==> config.mk <==
export PLATFORM = sky130hd
export DESIGN_NAME = sorted_priority_queue
export DESIGN_NICKNAME = d
export VERILOG_FILES = /design/src/rtl/spq_pkg.sv /design/src/rtl/sorted_priority_queue.sv /design/src/rtl/spq_cell.sv
export SDC_FILE = /design/constraint.sdc
export NUM_CORES = 1
export LEC_CHECK = 0
export BUFFER_PORTS_ARGS = -buffer_cell sky130_fd_sc_hd__buf_2
export CAP_MARGIN = 25
export CORE_ASPECT_RATIO = 0.7
export CORE_MARGIN = 4
export CORE_UTILIZATION = 40
export DETAILED_ROUTE_END_ITERATION = 6
export SYNTH_ARGS = -nofsm -noshare
export SYNTH_HDL_FRONTEND = slang
export SYNTH_SLANG_ARGS = --single-unit
==> constraint.sdc <==
create_clock -name clock -period 4.3 [get_ports clock]
set_input_delay 0.215 -clock clock [delete_from_list [all_inputs] [get_ports clock]]
set_output_delay 0.215 -clock clock [all_outputs]
set_load 0.005 [all_outputs]
==> src/rtl/spq_pkg.sv <==
`default_nettype none
// ---------------------------------------------------------------------------
// Sorted priority queue package
// Command and status codes and the control word shared by the cell chain.
// ---------------------------------------------------------------------------
package spq_pkg;

   localparam logic CMD_PUSH = 1'b0;
   localparam logic CMD_POP  = 1'b1;

   typedef enum logic [1:0] {
      ST_OK    = 2'd0,
      ST_FULL  = 2'd1,
      ST_EMPTY = 2'd2
   } spq_status_type;

   // one operation broadcast to every cell, already gated by full/empty
   typedef struct packed {
      logic push;
      logic pop;
   } spq_ctl_type;

endpackage
`default_nettype wire

==> src/rtl/sorted_priority_queue.sv <==
`default_nettype none
// The result word is registered and is on the rsp_ ports in the cycle after
// start is accepted. Throughput: one command per cycle; every cell compares
// and shifts at once, so busy never rises.
// Reset (synchronous, active high) empties the queue and clears the strobe;
// the result receiver cannot stall, each result shows for one cycle only.
// ---------------------------------------------------------------------------
// Sorted priority queue
// Min-first queue kept sorted in a row of cells, with push and pop commands.
// ---------------------------------------------------------------------------
module sorted_priority_queue #(
   parameter int DEPTH     = 16,
   parameter int PRIO_BITS = 8,
   parameter int DATA_BITS = 32
) (
   input  wire                               clock,
   input  wire                               reset,
   input  wire                               start,
   output logic                              busy,
   input  wire                               req_cmd,
   input  wire  signed [DATA_BITS-1:0]       req_value,
   input  wire         [PRIO_BITS-1:0]       req_prio,
   output logic                              rsp_valid,
   output spq_pkg::spq_status_type           rsp_status,
   output logic signed [DATA_BITS-1:0]       rsp_popped_value,
   output logic signed [DATA_BITS-1:0]       rsp_head_value,
   output logic                              rsp_is_empty,
   output logic        [$clog2(DEPTH+1)-1:0] rsp_occupancy
);
   import spq_pkg::*;

   localparam int CNT_BITS = $clog2(DEPTH + 1);

   logic [CNT_BITS-1:0]  count_ff, count_in;
   logic                 valid_ff, valid_in;
   spq_status_type       status_ff, status_in;
   logic [DATA_BITS-1:0] popped_ff, popped_in;

   logic                 accept, full, empty;
   spq_ctl_type          ctl;

   logic                 ge    [DEPTH];
   logic [DATA_BITS-1:0] value [DEPTH];
   logic [PRIO_BITS-1:0] prio  [DEPTH];
   logic                 occ   [DEPTH];

   assign busy   = 1'b0;
   assign accept = start && !busy;
   assign full   = (count_ff == CNT_BITS'(DEPTH));
   assign empty  = (count_ff == '0);

   assign ctl.push = accept && (req_cmd == CMD_PUSH) && !full;
   assign ctl.pop  = accept && (req_cmd == CMD_POP) && !empty;

   genvar gi;
   generate
      for (gi = 0; gi < DEPTH; gi++) begin : g_cell
         assign occ[gi] = (count_ff > CNT_BITS'(gi));
         if (gi == 0) begin : g_head
            spq_cell #(
               .DATA_BITS (DATA_BITS),
               .PRIO_BITS (PRIO_BITS),
               .IS_HEAD   (1'b1)
            ) u_cell (
               .clock       (clock),
               .ctl         (ctl),
               .occupied    (occ[gi]),
               .new_value   (req_value),
               .new_prio    (req_prio),
               .left_ge     (1'b0),
               .left_value  (req_value),
               .left_prio   (req_prio),
               .right_value (value[(gi + 1) % DEPTH]),
               .right_prio  (prio[(gi + 1) % DEPTH]),
               .ge          (ge[gi]),
               .value       (value[gi]),
               .prio        (prio[gi])
            );
         end else if (gi == DEPTH - 1) begin : g_tail
            // last slot has no right neighbor: hold on pop
            spq_cell #(
               .DATA_BITS (DATA_BITS),
               .PRIO_BITS (PRIO_BITS),
               .IS_HEAD   (1'b0)
            ) u_cell (
               .clock       (clock),
               .ctl         (ctl),
               .occupied    (occ[gi]),
               .new_value   (req_value),
               .new_prio    (req_prio),
               .left_ge     (ge[gi - 1]),
               .left_value  (value[gi - 1]),
               .left_prio   (prio[gi - 1]),
               .right_value (value[gi]),
               .right_prio  (prio[gi]),
               .ge          (ge[gi]),
               .value       (value[gi]),
               .prio        (prio[gi])
            );
         end else begin : g_mid
            spq_cell #(
               .DATA_BITS (DATA_BITS),
               .PRIO_BITS (PRIO_BITS),
               .IS_HEAD   (1'b0)
            ) u_cell (
               .clock       (clock),
               .ctl         (ctl),
               .occupied    (occ[gi]),
               .new_value   (req_value),
               .new_prio    (req_prio),
               .left_ge     (ge[gi - 1]),
               .left_value  (value[gi - 1]),
               .left_prio   (prio[gi - 1]),
               .right_value (value[gi + 1]),
               .right_prio  (prio[gi + 1]),
               .ge          (ge[gi]),
               .value       (value[gi]),
               .prio        (prio[gi])
            );
         end
      end
   endgenerate

   always_comb begin
      count_in  = count_ff;
      status_in = ST_OK;
      popped_in = '0;
      valid_in  = accept;
      if (ctl.push) begin
         count_in = count_ff + 1'b1;
      end else if (ctl.pop) begin
         count_in  = count_ff - 1'b1;
         popped_in = value[0];
      end else if (accept) begin
         status_in = (req_cmd == CMD_PUSH) ? ST_FULL : ST_EMPTY;
      end
   end

   always_ff @(posedge clock) begin
      if (reset) begin
         count_ff <= '0;
         valid_ff <= 1'b0;
      end else begin
         count_ff <= count_in;
         valid_ff <= valid_in;
      end
      status_ff <= status_in;
      popped_ff <= popped_in;
   end

   // head, emptiness and count come straight from the updated chain
   assign rsp_valid        = valid_ff;
   assign rsp_status       = status_ff;
   assign rsp_popped_value = popped_ff;
   assign rsp_head_value   = empty ? '0 : value[0];
   assign rsp_is_empty     = empty;
   assign rsp_occupancy    = count_ff;

`ifndef ASSERT_OFF
   a_count_range: assert property (@(posedge clock) disable iff (reset)
      count_ff <= CNT_BITS'(DEPTH))
      else $error("occupancy beyond depth");

   a_rsp_follows: assert property (@(posedge clock) disable iff (reset)
      start && !busy |=> rsp_valid)
      else $error("accepted command gave no result word");

   a_full_status: assert property (@(posedge clock) disable iff (reset)
      rsp_valid && rsp_status == ST_FULL |-> rsp_occupancy == CNT_BITS'(DEPTH))
      else $error("full status on a queue that is not full");

   a_push_count: assert property (@(posedge clock) disable iff (reset)
      ctl.push |=> count_ff == $past(count_ff) + 1'b1)
      else $error("push did not grow the queue");
`endif

endmodule
`default_nettype wire

==> src/rtl/spq_cell.sv <==
`default_nettype none
// ---------------------------------------------------------------------------
// Sorted priority queue cell
// Holds one slot. On push it keeps, takes the new entry or takes its left
// neighbor's entry; on pop it takes its right neighbor's entry.
// ---------------------------------------------------------------------------
module spq_cell #(
   parameter int DATA_BITS = 32,
   parameter int PRIO_BITS = 8,
   parameter bit IS_HEAD   = 1'b0
) (
   input  wire                      clock,
   input  spq_pkg::spq_ctl_type     ctl,
   input  wire                      occupied,
   input  wire  [DATA_BITS-1:0]     new_value,
   input  wire  [PRIO_BITS-1:0]     new_prio,
   input  wire                      left_ge,
   input  wire  [DATA_BITS-1:0]     left_value,
   input  wire  [PRIO_BITS-1:0]     left_prio,
   input  wire  [DATA_BITS-1:0]     right_value,
   input  wire  [PRIO_BITS-1:0]     right_prio,
   output logic                     ge,
   output logic [DATA_BITS-1:0]     value,
   output logic [PRIO_BITS-1:0]     prio
);
   import spq_pkg::*;

   logic [DATA_BITS-1:0] value_ff, value_in;
   logic [PRIO_BITS-1:0] prio_ff, prio_in;

   // head yields only to a strictly smaller number, the rest to not-greater
   always_comb begin
      if (!occupied) begin
         ge = 1'b1;
      end else if (IS_HEAD) begin
         ge = (prio_ff > new_prio);
      end else begin
         ge = (prio_ff >= new_prio);
      end
   end

   always_comb begin
      value_in = value_ff;
      prio_in  = prio_ff;
      if (ctl.push && ge) begin
         if (left_ge) begin
            value_in = left_value;
            prio_in  = left_prio;
         end else begin
            value_in = new_value;
            prio_in  = new_prio;
         end
      end else if (ctl.pop) begin
         value_in = right_value;
         prio_in  = right_prio;
      end
   end

   always_ff @(posedge clock) begin
      value_ff <= value_in;
      prio_ff  <= prio_in;
   end

   assign value = value_ff;
   assign prio  = prio_ff;

endmodule
`default_nettype wire

==> reports/qor.csv <==
stage,metric,value,unit
run_status,status,completed,
min_path,worst hold path class,in -> reg,
timing,Final Max Slew Viols,0,
power_and_ir_drop,worst vdd rail ir drop,0.479,mV
yosys,"flops & latches, synth",680,
power_and_ir_drop,Logic pwr share,31.3,%
floorplan,Initial Util,40.3,%
yosys,"EDFF count, synth",640,
route,DR WL/cell,21.2,um
global_route,GRT Total Usage,19.4,%
global_route,GRT overflow,0,
route,DRC,0,
clock_tree,TritonCTS clock tree,done,
route,via count,24318,
power_and_ir_drop,PwrDens,619,nW/um^2
clock_tree,TritonCTS Sinks,680,
critical_path,crit-path max FO,71,
power_and_ir_drop,Sw Ratio,34.1,%
flow_run,MaxCap Viol Count,0,
placement,GPL Wtd Cong,0.850,
critical_path,CP max-delay cell,buf_4,
timing,Final setup violation count,0,
critical_path,startpoint types,flip-flop,
power_and_ir_drop,switching pwr,8680,uW
timing,unrepaired setup endpoints after global routing,no,
final_layout,"commonest non-fill, non-tap cells in the layout","edfxtp_1, mux2i_1, nor2_1",
final_layout,Fillers,8301,
critical_path,Top delay family on crit path,buffers and inverters,
floorplan,core area,90100,um^2
yosys,synthesized area,36400,um^2
route,mean number of vias per cell,5.40,
critical_path,Setup crit end kind,primary output,
global_route,vias in the first global route,22875,
power_and_ir_drop,Sequential Power Share,43.4,%
clock_tree,CTS HTree Levels,3,
global_route,first-pass GRT wire length,147000,um
final_layout,Final nets,3396,
timing,period utilization,81.5,%
critical_path,Setup CP Type,reg -> out,
critical_path,CP arrival,3.29,ns
critical_path,worst reg2reg setup slack,1.05,ns
timing,relative max-transition margin,41.2,%
timing,Max Clk Rate,285,MHz
critical_path,WP buf/inv,5,
route,DRT iter0 DRCs,2871,
placement,DP Wirelength,64200,um
yosys,synthesized instance count,3180,
yosys,sequential-to-total area share from yosys stat,55.1,%
final_layout,Layout area overhead,13.0,%
yosys,Yosys Warn Count,0,
clock_tree,Max Root-Sink Buffers,3,
clock_tree,Worst-Skew Late Latency,0.63,ns
clock_tree,clock slew at the register clock pins of the worst setup and hold paths,0.06,ns
route,Pre-antenna DRT Iters,6,
floorplan,Die H,260,um
final_layout,"most common cell after layout, fill and taps aside",edfxtp_1,
timing,fin crit period,3.50,ns
clock_tree,CTS buffer count,76,
power_and_ir_drop,Lkg Pwr,0.0162,uW
route,Routed Antenna Nets,0,
placement,placed instance area,38600,um^2
critical_path,Worst R2R Start,rsp_occupancy[1],
critical_path,CP cell instances,inv_1 -> ha_1 -> nand2_2 -> buf_4 -> inv_1 -> buf_4 -> buf_2,
floorplan,IO Pins,118,
floorplan,width of the die,368,um
critical_path,Slowest Stage Delay on Critical Path,0.65,ns
global_route,initial antenna violation count,9,
min_path,Hold EP,g_cell[1].g_mid.u_cell.value[17],
critical_path,reg2reg path depth,8,
yosys,Main synth FF type,edfxtp_1,
critical_path,WP data required,4.09,ns
global_route,pin count of the biggest net entering global routing,81,
final_layout,post-route cell area,41100,um^2
yosys,Post-Synthesis Net Count,3358,
yosys,post-synthesis async set-or-reset flop share,0,%
timing,"Hold Vio Cnt, Final",0,
clock_tree,clock root buffer,clkbuf_16,
placement,port bufs,116,
yosys,Synth cell types,53,
route,final WL,95300,um
timing,Fin Clk Skew,0.0179,ns
critical_path,reg-to-reg endpoint,g_cell[1].g_mid.u_cell.value[4],
power_and_ir_drop,Int Pwr,16800,uW
floorplan,die area,95900,um^2
clock_tree,Post-CTS Setup Bufs,0,
min_path,WHS Path Cells,3,
power_and_ir_drop,clock network power share,25.3,%
yosys,syn avg cell area,11.4,um^2
min_path,Worst Hold Launch,req_value[17],
final_layout,ratio of cells with drive above 1 in the final layout,15.4,%
floorplan,Rows,92,
timing,measured slew at the worst slew-check pin,0.882,ns
timing,Fin Setup TNS,0,ns
[worst max path at each step]
stage,startpoint,to,slack [ns],depth (start not counted)
floorplan,rsp_occupancy[1],g_cell[15].g_tail.u_cell.prio[0],0.98,6
global placement,req_prio[6],g_cell[6].g_mid.u_cell.value[11],0.55,10
detailed placement,req_prio[6],g_cell[6].g_mid.u_cell.value[16],0.48,10
CTS,rsp_occupancy[1],rsp_is_empty,0.74,7
global route,rsp_occupancy[1],rsp_is_empty,0.55,7
finish,rsp_occupancy[1],rsp_is_empty,0.80,7
[per-layer routing]
layer  part of all wire (%)  wire length, um  track usage (%)  up-vias
met5                  0.022               21                0        -
met1                     53            50500             32.7    11496
li1                       -                -                -    11819
met2                     38            36300             25.4      895
met3                    7.3             7000             2.65      104
met4                    1.6             1530             4.34        4
[state kept, by name, indices dropped and copies added (netlist names)]
| signal | flops |
|---|---|
| rsp_status | 2 |
| g_cell.g_mid.u_cell.prio | 112 |
| rsp_popped_value | 32 |
| g_cell.g_head.u_cell.prio | 8 |
| g_cell.g_tail.u_cell.value | 32 |
| g_cell.g_tail.u_cell.prio | 8 |
| rsp_valid | 1 |
| rsp_occupancy | 5 |
| g_cell.g_mid.u_cell.value | 448 |
| g_cell.g_head.u_cell.value | 32 |
[logic make-up after synthesis]
logic type,synth area share [%]
fa+ha+maj,4.61
xor+xnor,0.0723
other cells,0.0103
flops,55.1
mux,17.9
simple gates,9.00
buf+inv,3.15
compound gates,10.2
[cells in the mapped netlist (all sizes together), types with 6 or more instances]
library cell | count | area [um^2]
edfxtp | 640 | 19200
mux2i | 474 | 4740
nor2 | 364 | 1370
a21oi | 321 | 1610
o21ai | 271 | 1360
nand2 | 226 | 848
mux2 | 158 | 1780
clkbuf | 154 | 582
ha | 134 | 1680
buf | 86 | 435
and2 | 65 | 407
nand3 | 56 | 280
a31oi | 47 | 307
dfxtp | 40 | 801
inv | 34 | 128
nand2b | 22 | 138
a211oi | 14 | 110
nand4 | 9 | 56.3
and4 | 7 | 61.3
a21o | 6 | 45.0
nor2b | 6 | 37.5
o211ai | 6 | 45.0
[power groups by stage]
stage / Combinational [uW] / Clock [uW] / Sequential [uW]
after floorplan: 5650 / 0 / 10600
after global placement: 7830 / 0 / 11100
after detailed placement: 7960 / 0 / 11100
after CTS: 7970 / 6590 / 11000
after global routing: 8840 / 6840 / 11200
final: 7970 / 6440 / 11000
[area by class of cell]
type,instances,area (um^2),share of cell area (%)
Sequential cell,680,20000,48.7
Multi-Input combinational cell,2226,15500,37.7
Clock buffer,98,2060,5.01
Tap cell,1222,1530,3.72
Timing Repair Buffer,200,1500,3.64
Clock inverter,37,350,0.853
Inverter,34,128,0.311
Antenna cell,6,15.0,0.0366
[stage by stage]
step | power, uW | util (%) | instances | worst slack, ns | hold WS (ns)
after global placement | 18900 | 42.8 | 4358 | 0.546 | 0.478
after floorplan | 16300 | - | 3180 | 0.976 | 0.284
final | 25400 | 45.6 | 4503 | 0.796 | 0.179
after CTS | 25600 | 45.6 | 4497 | 0.737 | 0.138
after global routing | 26900 | 45.6 | 4500 | 0.549 | 0.182
after detailed placement | 19100 | 42.8 | 4358 | 0.484 | 0.483
[worst register-to-register path: stages (launching register included)]
cell and delay [ns]:
dfxtp_1 0.55, inv_1 0.16, ha_1 0.26, nand2_2 0.16
buf_4 0.65, inv_1 0.33, buf_4 0.36, o21ai_0 0.36
a31oi_1 0.12
[repair_timing]
action | CTS | global route
gates resized for setup | 0 | 0
hold endpoints to repair | 8 | 0
hold buffers | 4 | 0
No activity file was read; power rests on OpenSTA's default activity.
